## src/design/rpn_pkg.sv

```systemverilog
// Package for the RPN stack calculator: field widths, action, status and
// state codes, and the divider result bundle.
// No dependencies; imported by every module of the block.
`default_nettype none

package rpn_pkg;

  localparam int unsigned WORD_W          = 32;
  localparam int unsigned ACT_W           = 3;
  localparam int unsigned STAT_W          = 3;
  localparam int unsigned DEPTH_W         = 5;
  localparam int unsigned STACK_DEPTH_DEF = 16;

  typedef enum logic [ACT_W-1:0] {
    ACT_PUSH   = 3'd0,
    ACT_ADD    = 3'd1,
    ACT_SUB    = 3'd2,
    ACT_MULT   = 3'd3,
    ACT_DIV    = 3'd4,
    ACT_FINISH = 3'd5
  } action_e;

  typedef enum logic [STAT_W-1:0] {
    ST_OK      = 3'd0,
    ST_FULL    = 3'd1,
    ST_UNDER   = 3'd2,
    ST_DIVZERO = 3'd3,
    ST_EMPTY   = 3'd4
  } status_e;

  typedef enum logic [1:0] {
    S_IDLE = 2'd0,
    S_READ = 2'd1,
    S_DIVW = 2'd2,
    S_PUT  = 2'd3
  } state_e;

  typedef struct packed {
    logic              done;
    logic [WORD_W-1:0] quotient;
  } div_res_t;

endpackage

`default_nettype wire

```

## src/design/rpn_div.sv

```systemverilog
// Radix-2 restoring divider on unsigned magnitudes, one quotient bit a cycle.
// Depends on rpn_pkg for the word width and the result bundle.
`default_nettype none

module rpn_div (
  input  logic                        clk_i,
  input  logic                        rst_ni,
  input  logic                        start_i,
  input  logic [rpn_pkg::WORD_W-1:0]  dividend_i,
  input  logic [rpn_pkg::WORD_W-1:0]  divisor_i,
  output rpn_pkg::div_res_t           res_o
);
  import rpn_pkg::*;

  localparam int unsigned CNT_W = $clog2(WORD_W);

  logic [CNT_W-1:0]  cnt_q, cnt_d;
  logic              busy_q, busy_d;
  logic              done_q, done_d;
  logic [WORD_W-1:0] rem_q, rem_d;
  logic [WORD_W-1:0] quo_q, quo_d;
  logic [WORD_W-1:0] dvsr_q, dvsr_d;
  logic [WORD_W:0]   rem_sh;
  logic [WORD_W:0]   diff;
  logic              fits;

  assign rem_sh = {rem_q, quo_q[WORD_W-1]};
  assign diff   = rem_sh - {1'b0, dvsr_q};
  assign fits   = ~diff[WORD_W];

  always_comb begin
    cnt_d  = cnt_q;
    busy_d = busy_q;
    done_d = 1'b0;
    rem_d  = rem_q;
    quo_d  = quo_q;
    dvsr_d = dvsr_q;
    if (start_i) begin
      rem_d  = '0;
      quo_d  = dividend_i;
      dvsr_d = divisor_i;
      busy_d = 1'b1;
      cnt_d  = '0;
    end else if (busy_q) begin
      rem_d = fits ? diff[WORD_W-1:0] : rem_sh[WORD_W-1:0];
      quo_d = {quo_q[WORD_W-2:0], fits};
      cnt_d = cnt_q + CNT_W'(1);
      if (cnt_q == CNT_W'(WORD_W - 1)) begin
        busy_d = 1'b0;
        done_d = 1'b1;
      end
    end
  end

  always_ff @(posedge clk_i or negedge rst_ni) begin
    if (!rst_ni) begin
      cnt_q  <= '0;
      busy_q <= 1'b0;
      done_q <= 1'b0;
    end else begin
      cnt_q  <= cnt_d;
      busy_q <= busy_d;
      done_q <= done_d;
    end
  end

  always_ff @(posedge clk_i) begin
    rem_q  <= rem_d;
    quo_q  <= quo_d;
    dvsr_q <= dvsr_d;
  end

  assign res_o.done     = done_q;
  assign res_o.quotient = quo_q;

endmodule

`default_nettype wire

```

## src/design/rpn_stack_calculator_top.sv

```systemverilog
// Top level of the RPN stack calculator: stack memory, control FSM, ALU and
// output register. Depends on rpn_pkg and instantiates rpn_div.
//
//   channel  direction  handshake              payload
//   in       sink       in_valid_i/in_stall_o  action_i, operand_i
//   out      source     out_valid_o/out_stall_i status_o, top_value_o,
//                                              stack_depth_o, finished_o
//
// Push, finish, ignored and failed beats go IDLE, PUT; add, sub and mult
// go IDLE, READ, PUT; div goes IDLE, READ, DIVW (32-step radix-2 divider
// loop), PUT. One beat is in work at a time; the read of x is registered.
// Reset clears count, error and control; the stack memory needs no pass.
// A result held by out_stall_i stays in the output register while the
// next in beat is accepted; that beat's result waits for the register.
`default_nettype none

module rpn_stack_calculator_top #(
  parameter int unsigned STACK_DEPTH = rpn_pkg::STACK_DEPTH_DEF
) (
  input  logic                                clk_i,
  input  logic                                rst_ni,
  input  logic                                in_valid_i,
  output logic                                in_stall_o,
  input  logic [rpn_pkg::ACT_W-1:0]           action_i,
  input  logic signed [rpn_pkg::WORD_W-1:0]   operand_i,
  output logic                                out_valid_o,
  input  logic                                out_stall_i,
  output logic [rpn_pkg::STAT_W-1:0]          status_o,
  output logic signed [rpn_pkg::WORD_W-1:0]   top_value_o,
  output logic [rpn_pkg::DEPTH_W-1:0]         stack_depth_o,
  output logic                                finished_o
);
  import rpn_pkg::*;

  localparam int unsigned AW = $clog2(STACK_DEPTH);
  localparam int unsigned CW = $clog2(STACK_DEPTH + 1);

  logic [WORD_W-1:0] mem_q [STACK_DEPTH];
  logic [WORD_W-1:0] rd_q;
  logic              we;
  logic [AW-1:0]     wa;
  logic [AW-1:0]     ra;
  logic [WORD_W-1:0] wd;

  state_e            state_q, state_d;
  logic [CW-1:0]     count_q, count_d;
  status_e           err_q, err_d;
  logic [WORD_W-1:0] top_q, top_d;
  action_e           op_q, op_d;
  logic              neg_q, neg_d;
  logic              fin_q, fin_d;
  status_e           fin_st_q, fin_st_d;
  logic [WORD_W-1:0] fin_val_q, fin_val_d;

  logic               out_valid_q, out_valid_d;
  logic [STAT_W-1:0]  out_status_q, out_status_d;
  logic [WORD_W-1:0]  out_value_q, out_value_d;
  logic [DEPTH_W-1:0] out_depth_q, out_depth_d;
  logic               out_fin_q, out_fin_d;

  action_e           act;
  logic              in_acc;
  logic              is_op;
  logic              go_read;
  logic              slot_free;
  logic [WORD_W-1:0] alu_r;
  logic [WORD_W-1:0] prod;
  logic [WORD_W-1:0] quo_s;
  logic [WORD_W-1:0] x_mag;
  logic [WORD_W-1:0] y_mag;
  logic              div_start;
  div_res_t          div_res;
  logic [CW+DEPTH_W-1:0] cnt_ext;

  assign act       = action_e'(action_i);
  assign in_stall_o = (state_q != S_IDLE);
  assign in_acc    = in_valid_i & ~in_stall_o;
  assign slot_free = ~out_valid_q | ~out_stall_i;
  assign ra        = AW'(count_q - CW'(2));
  assign cnt_ext   = {{DEPTH_W{1'b0}}, count_q};

  always_comb begin
    unique case (act) inside
      ACT_ADD, ACT_SUB, ACT_MULT, ACT_DIV: is_op = 1'b1;
      default:                             is_op = 1'b0;
    endcase
  end

  assign go_read = in_acc && (err_q == ST_OK) && (count_q >= CW'(2)) && is_op &&
                   !((act == ACT_DIV) && (top_q == '0));

  assign prod  = rd_q * top_q;
  assign x_mag = rd_q[WORD_W-1] ? (~rd_q + WORD_W'(1)) : rd_q;
  assign y_mag = top_q[WORD_W-1] ? (~top_q + WORD_W'(1)) : top_q;
  assign quo_s = neg_q ? (~div_res.quotient + WORD_W'(1)) : div_res.quotient;

  always_comb begin
    case (op_q)
      ACT_ADD:  alu_r = rd_q + top_q;
      ACT_SUB:  alu_r = rd_q - top_q;
      default:  alu_r = prod;
    endcase
  end

  rpn_div u_div (
    .clk_i      (clk_i),
    .rst_ni     (rst_ni),
    .start_i    (div_start),
    .dividend_i (x_mag),
    .divisor_i  (y_mag),
    .res_o      (div_res)
  );

  always_comb begin
    state_d = state_q;
    unique case (state_q)
      S_IDLE: begin
        if (in_acc) begin
          state_d = go_read ? S_READ : S_PUT;
        end
      end
      S_READ: begin
        state_d = (op_q == ACT_DIV) ? S_DIVW : S_PUT;
      end
      S_DIVW: begin
        if (div_res.done) begin
          state_d = S_PUT;
        end
      end
      S_PUT: begin
        if (slot_free) begin
          state_d = S_IDLE;
        end
      end
      default: state_d = S_IDLE;
    endcase
  end

  always_comb begin
    count_d      = count_q;
    err_d        = err_q;
    top_d        = top_q;
    op_d         = op_q;
    neg_d        = neg_q;
    fin_d        = fin_q;
    fin_st_d     = fin_st_q;
    fin_val_d    = fin_val_q;
    we           = 1'b0;
    wa           = ra;
    wd           = alu_r;
    div_start    = 1'b0;
    out_valid_d  = out_valid_q & out_stall_i;
    out_status_d = out_status_q;
    out_value_d  = out_value_q;
    out_depth_d  = out_depth_q;
    out_fin_d    = out_fin_q;
    unique case (state_q)
      S_IDLE: begin
        if (in_acc) begin
          op_d  = act;
          fin_d = 1'b0;
          unique case (act) inside
            ACT_FINISH: begin
              fin_d = 1'b1;
              if (err_q != ST_OK) begin
                fin_st_d  = err_q;
                fin_val_d = '0;
              end else if (count_q == '0) begin
                fin_st_d  = ST_EMPTY;
                fin_val_d = '0;
              end else begin
                fin_st_d  = ST_OK;
                fin_val_d = top_q;
              end
              count_d = '0;
              err_d   = ST_OK;
            end
            ACT_PUSH: begin
              if (err_q == ST_OK) begin
                if (count_q >= CW'(STACK_DEPTH)) begin
                  err_d = ST_FULL;
                end else begin
                  we      = 1'b1;
                  wa      = AW'(count_q);
                  wd      = operand_i;
                  top_d   = operand_i;
                  count_d = count_q + CW'(1);
                end
              end
            end
            ACT_ADD, ACT_SUB, ACT_MULT, ACT_DIV: begin
              if (err_q == ST_OK) begin
                if (count_q < CW'(2)) begin
                  err_d = ST_UNDER;
                end else if ((act == ACT_DIV) && (top_q == '0)) begin
                  err_d = ST_DIVZERO;
                end
              end
            end
            default: ;
          endcase
        end
      end
      S_READ: begin
        if (op_q == ACT_DIV) begin
          div_start = 1'b1;
          neg_d     = rd_q[WORD_W-1] ^ top_q[WORD_W-1];
        end else begin
          we      = 1'b1;
          wd      = alu_r;
          top_d   = alu_r;
          count_d = count_q - CW'(1);
        end
      end
      S_DIVW: begin
        if (div_res.done) begin
          we      = 1'b1;
          wd      = quo_s;
          top_d   = quo_s;
          count_d = count_q - CW'(1);
        end
      end
      S_PUT: begin
        if (slot_free) begin
          out_valid_d  = 1'b1;
          out_status_d = fin_q ? fin_st_q : err_q;
          out_value_d  = fin_q ? fin_val_q : ((count_q == '0) ? '0 : top_q);
          out_depth_d  = cnt_ext[DEPTH_W-1:0];
          out_fin_d    = fin_q;
        end
      end
      default: ;
    endcase
  end

  always_ff @(posedge clk_i) begin
    if (we) begin
      mem_q[wa] <= wd;
    end
    rd_q <= mem_q[ra];
  end

  always_ff @(posedge clk_i or negedge rst_ni) begin
    if (!rst_ni) begin
      state_q     <= S_IDLE;
      count_q     <= '0;
      err_q       <= ST_OK;
      out_valid_q <= 1'b0;
    end else begin
      state_q     <= state_d;
      count_q     <= count_d;
      err_q       <= err_d;
      out_valid_q <= out_valid_d;
    end
  end

  always_ff @(posedge clk_i) begin
    top_q        <= top_d;
    op_q         <= op_d;
    neg_q        <= neg_d;
    fin_q        <= fin_d;
    fin_st_q     <= fin_st_d;
    fin_val_q    <= fin_val_d;
    out_status_q <= out_status_d;
    out_value_q  <= out_value_d;
    out_depth_q  <= out_depth_d;
    out_fin_q    <= out_fin_d;
  end

  assign out_valid_o   = out_valid_q;
  assign status_o      = out_status_q;
  assign top_value_o   = out_value_q;
  assign stack_depth_o = out_depth_q;
  assign finished_o    = out_fin_q;

endmodule

`default_nettype wire

```

## config.mk

```make
export PLATFORM = sky130hd
export DESIGN_NAME = rpn_stack_calculator_top
export DESIGN_NICKNAME = d
export VERILOG_FILES = /design/src/design/rpn_pkg.sv /design/src/design/rpn_div.sv /design/src/design/rpn_stack_calculator_top.sv
export SDC_FILE = /design/constraint.sdc
export NUM_CORES = 2
export LEC_CHECK = 0
export ABC_AREA = 1
export BUFFER_PORTS_ARGS = -buffer_cell sky130_fd_sc_hd__buf_4
export CAP_MARGIN = 20
export CORE_MARGIN = 4
export CORE_UTILIZATION = 45
export DETAILED_ROUTE_END_ITERATION = 8
export MAX_ROUTING_LAYER = met4
export PLACE_DENSITY_LB_ADDON = 0.15
export RECOVER_POWER = 25
export SLEW_MARGIN = 30
export SYNTH_ARGS = -nofsm -noshare
export SYNTH_HDL_FRONTEND = slang
export SYNTH_SLANG_ARGS = --single-unit
export TNS_END_PERCENT = 30
```

## constraint.sdc

```tcl
create_clock -name clk_i -period 6.8 [get_ports clk_i]
set_input_delay 0.68 -clock clk_i [delete_from_list [all_inputs] [get_ports clk_i]]
set_output_delay 0.68 -clock clk_i [all_outputs]
set_load 0.005 [all_outputs]
```

* After elaboration in Yosys (flattened, before gate mapping)
Memories as Yosys holds them, arrays and structs flattened. A register that Yosys moved wholly into a read port is not among the register bits.
Index checks and enable logic that the tools add are counted.
** Storage, ports and cells
- Memories kept :: 1
- RAM bits :: 512
- Bits in registers :: 227
- Bits of input ports :: 39
- Output and inout bits :: 43
** Memory list
- mem_q :: words 16, bits a word 32, read ports 1, clocked after Yosys merged registers in 1, write ports 1, line rpn_stack_calculator_top.sv:38 : logic [WORD_W-1:0] mem_q [STACK_DEPTH];
** Operators by class
- Muxes and demuxes :: 72
- Multipliers :: 1
- Eq/ne operators :: 26
- Add/subtract/negate cells :: 10
- Reductions and logical operators :: 25
- $lt $le $gt $ge :: 3
- Bitwise gates (word level) :: 11
** Operators with widths (count)
- $mux W32 :: 18
- $pmux W32 S2 :: 2
- $add A32 B1 Y32 const B :: 3
- $not A32 Y32 :: 3
- $pmux W32 S3 :: 1
- $mux W5 :: 7
- $sub A33 B32 Y33 :: 1
- $add A32 B32 Y32 :: 1
- $logic_not A32 Y1 :: 1
- $mul A32 B32 Y32 :: 1
- $sub A32 B32 Y32 :: 1
- $mux W31 :: 1
- $mux W3 :: 8
- $mux W1 :: 21
- $reduce_and A7 Y1 :: 3
- $mux W4 :: 5
- $ne A2 B2 Y1 const B :: 8
- $pmux W5 S3 :: 1
- $ne A3 B3 Y1 const B :: 4
- $add A5 B1 Y5 const B :: 2
- $pmux W5 S2 :: 1
- $eq A3 B2 Y1 const B :: 3
- $eq A3 B3 Y1 const B :: 3
- $pmux W3 S3 :: 1
- other kinds (27) :: 48

* Logic depth before layout (Yosys ltp)
- Word-level depth :: 10
- Depth in mapped cells :: 35
- Mapped depth without buffers :: 33

* By module
A second synthesis with hierarchy kept.
** Second synthesis, totals
- Cell total of the unflattened synthesis :: 6350
- Area, all modules :: 55179.2 um^2
** Modules (own cells, without submodules)
- rpn_stack_calculator_top :: instances 1, cells each 5318, area each 48273.8 um^2
- rpn_div :: instances 1, cells each 1032, area each 6905.4 um^2

* Least setup slack after synthesis
OpenSTA, ideal clock, no wires.
- Kind :: register to register
- Start point :: register top_q[5]
- End point :: memory mem_q[0][30], data pin
- Stages on the path, launching flop included :: 26
- Path slack :: -0.348 ns
- Library setup time :: 0.359 ns
- Arrival time :: 6.789 ns
- Data required time :: 6.441 ns
- Path through :: edfxtp_1 > clkbuf_1 > clkbuf_1 > buf_1 > nand2_1 > fa_1 > inv_1 > fa_1 > fa_1 > fa_1 > fa_1 > inv_1 > fa_1 > inv_1 > fa_1 > fa_1 > ha_1 > inv_1 > nor3_1 > nand4_1 > o2111a_1 > nand2_1 > xor2_1 > nand2_1 > nand3_1 > o211ai_1
** Between the ends
- Longest elaborated chain between the ends :: 7
** RTL lines
- start: declaration :: line rpn_stack_calculator_top.sv:48 : logic [WORD_W-1:0] top_q, top_d;
- start signal: assignment :: line rpn_stack_calculator_top.sv:258 : top_q <= top_d;
- $mul A32 B32 Y32, or another cell as far along :: line rpn_stack_calculator_top.sv:92 : assign prod = rd_q * top_q;
- $pmux W32 S2 * :: line rpn_stack_calculator_top.sv:98 : case (op_q)
- $mux W32 :: line rpn_stack_calculator_top.sv:180 : if (count_q >= CW'(STACK_DEPTH)) begin
- $mux W32 :: line rpn_stack_calculator_top.sv:179 : if (err_q == ST_OK) begin
- $mux W32 :: line rpn_stack_calculator_top.sv:162 : unique case (act) inside
- $mux W32 :: line rpn_stack_calculator_top.sv:159 : if (in_acc) begin
- $pmux W32 S2 * :: line rpn_stack_calculator_top.sv:157 : unique case (state_q)
- named net wd[30] :: line rpn_stack_calculator_top.sv:43 : logic [WORD_W-1:0] wd;
- end: declaration :: line rpn_stack_calculator_top.sv:38
The timed path passes the listed nets; every way through them passes the cells marked *.

* Worst setup path in the final report
- Start point :: register top_q[21]
- End point :: memory mem_q[6][30], data pin
The elaborated chain is that of the path after synthesis.

==> impl_metrics.ini <==
[status]
status = finished with violations
violations = max-capacitance violations, max-slew violations, negative setup slack

[floorplan]
rows = 127
ios = 82
initial_utilization_pct = 45.3
die_x_um = 355
design.core.area_um2 = 120000
fp.dieH_um = 355
dieArea_um2 = 126000

[worst_setup_path]
reg2reg_depth = 27
startpoint_type = flop
cp_max_fo = 16
ff2ff_setup_slack_ns = -0.40
timing.rr.start = top_q[21]$_DFFE_PP_
startpoint = top_q[21]$_DFFE_PP_
crit_path_end_kind = flop
r2r-end = mem_q[6][30]$_DFFE_PP_
worstSetupPathType = reg2reg
cp_data_required_time_ns = 7.23
critPathArrivalTime_ns = 7.62

[global_routing]
use_met2_pct = 46.8
grt_pass1_vias = 42100
busiest_layer = met2
use_met3_pct = 4.90
groute.usage.overall_pct = 29.9
overflow = 0
grt_first_pass_wirelength_mm = 274
use_met1_pct = 40.4
antenna_found_initial = 7
grt_max_degree = 99

[sta]
relSlewSlack_pct = -164
fmax_mhz = 139
setup_viol = 256
slew_viol_final = 584
min_period_ns = 7.20
skew_ns = 0.0406
worst_slew_pin_slew_ns = 3.95
rsz0062_at_grt = yes
hold_violations = 0
setup_tns_ns = -53.14
worst_slack_ns = -0.395
period_share_pct = 106
hold_slack_ns = 0.250

[yosys]
syn_nets = 6703
synthMuxAreaShare_pct = 0.0415
synth-xor-area-share_pct = 2.45
synth_top_family_by_area = adder cells
ys_async_sr_fraction_pct = 2.21
seq_area_frac_synth_pct = 41.2
synth.distinct_cells = 61
ys.flop_type = edfxtp_1
yosys.area_share.simple_pct = 16.5
synth.most_common_cell = nand2_1
syn-mean-instance-area_um2 = 8.97
synth-seq-cells = 770
yosysWarnings = 0
synth-edff-count = 689
synth_compound_area_share_pct = 10.2
synth.top_cell.area_share_pct = 38.1
synth_adder_area_share_pct = 19.8
synthTopCellsByCount = 1304 x nand2_1, 1031 x inv_1, 689 x edfxtp_1
syn-cell-area_um2 = 54300
syn_inst = 6051
yosysTopAreaCell = edfxtp_1
synth_area_leaders = edfxtp_1 38%, fa_1 15%, nand2_1 9.0%

[cts]
cts_tree = yes
clkLatencyLatePin_ns = 0.71
cts-root-buf = clkbuf_16
cts_buffers = 87
clk_pin_slew_ns = 0.06
cts_sinks = 770
clockBufferDepth = 3
htree_levels = 3

[worst_hold_path]
hold_path_class = in2reg
min_to = out_valid_o$_DFF_PN0_
holdPathStages = 3
hold_start = out_stall_i

[job]
max_cap_viol_count = 11

[finish]
finalInstanceArea_um2 = 62800
drive_gt1_share_pct = 11.7
final_nets = 6944
synthToLayoutAreaGrowth_pct = 15.7

[drt]
drc = 0
drtPass1Iterations = 8
drt_iter0_markers = 4008
vias = 43300
vias_per_cell = 5.43
wire_per_inst_um = 23.1
routed_wl_mm = 184
antenna_left = 0

[placement]
place_congestion = 1.01
numPortBuffers = 81
dp_hpwl_mm = 135
place_area_um2 = 59500
how the worst max path moves through the flow:
stage / endpoint / cells past startpoint
floorplan: mem_q[0][29]$_DFFE_PP_ / 27
global placement: top_q[18]$_DFFE_PP_ / 29
detailed placement: top_q[19]$_DFFE_PP_ / 27
CTS: mem_q[6][30]$_DFFE_PP_ / 26
global route: mem_q[5][30]$_DFFE_PP_ / 26
finish: mem_q[6][30]$_DFFE_PP_ / 27
metal layers:
layer | routed length (um) | vias up | part of all wire, %
li1 | - | 20000 | -
met2 | 85100 | 1600 | 46
met1 | 79100 | 21400 | 43
met4 | 6330 | 0 | 3.4
met3 | 13700 | 313 | 7.4
met5 | 0 | - | 0
kinds of logic (layout without fill, tap and decap cells):
kind of cell,count (synthesis),count (layout)
xor+xnor,151,151
simple gates,2193,2193
other cells,0,2
compound gates,951,951
mux,2,2
buf+inv,1371,1687
fa+ha+maj,613,613
flops,770,770
cell type report:
cell class                 count  area, um^2
tap                         1612        2020
sequential                   770       22400
timing repair buffer         478        4260
clock inverter                60         837
multi-input combinational   3910       27100
antenna                        2        5.00
clock buffer                 104        2270
fill                       11200       57000
inverter                    1045        3930
flip-flops by register name, summed over array words and instances (netlist names):
signal and count:
count_q 5, err_q 2, fin_q 1, fin_st_q 3, fin_val_q 32, finished_o 1, mem_q 512, neg_q 1
op_q 3, out_valid_o 1, rd_q 32, stack_depth_o 5, state_q 2, status_o 3, top_q 32, top_value_o 32
u_div.busy_q 1, u_div.cnt_q 5, u_div.done_q 1, u_div.dvsr_q 32, u_div.quo_q 32, u_div.rem_q 32
layout by cell type, fill, tap and decap left out, drive strengths merged, types with 164 or more instances in the layout:
master,count
clkbuf,164
inv,1039
nand3,253
edfxtp,689
ha,203
fa,410
nand2,1316
nor2,521
buf,417
a21oi,177
o21ai,508
critical path, stage by stage, from the launching register on:
cell and delay (ns):
edfxtp_1 0.44, buf_6 0.17, buf_4 0.13, buf_4 0.15, nand2_1 0.06, inv_1 0.05, fa_2 0.52, inv_1 0.05
fa_1 0.46, fa_1 0.45, fa_1 0.49, inv_1 0.05, fa_1 0.56, fa_1 0.45, fa_1 0.55, fa_2 0.47
ha_4 0.32, nand2_1 0.09, nor3_2 0.15, nand4_1 0.15, o2111a_1 0.28, nand2_1 0.07, xor2_1 0.19, buf_4 0.17
nand2_1 0.06, nand3_1 0.09, o211ai_1 0.12, buf_6 0.18
repair_timing:
action	4_1_cts	5_1_grt
setup buffers	1	2
pin swaps	5	16
gates cloned	0	1
endpoints found under the hold margin	17	0
gates resized for setup	55	43
endpoints found under the setup margin	323	323
hold buffers	1	0
per-stage QoR:
| step | setup WS, ns | util (%) | cells |
|---|---|---|---|
| 3_3_place_gp | -0.744 | 49.6 | 7808 |
| 2_1_floorplan | -0.0438 | - | 6051 |
| 3_5_place_dp | -0.601 | 49.6 | 7810 |
| 4_1_cts | -0.379 | 52.4 | 7976 |
| 6_report | -0.395 | 52.5 | 7981 |
| 5_1_grt | -0.666 | 52.5 | 7981 |
Power is not shown: default switching activity piles up to over one toggle a cycle in this logic, so the estimate is an artifact.
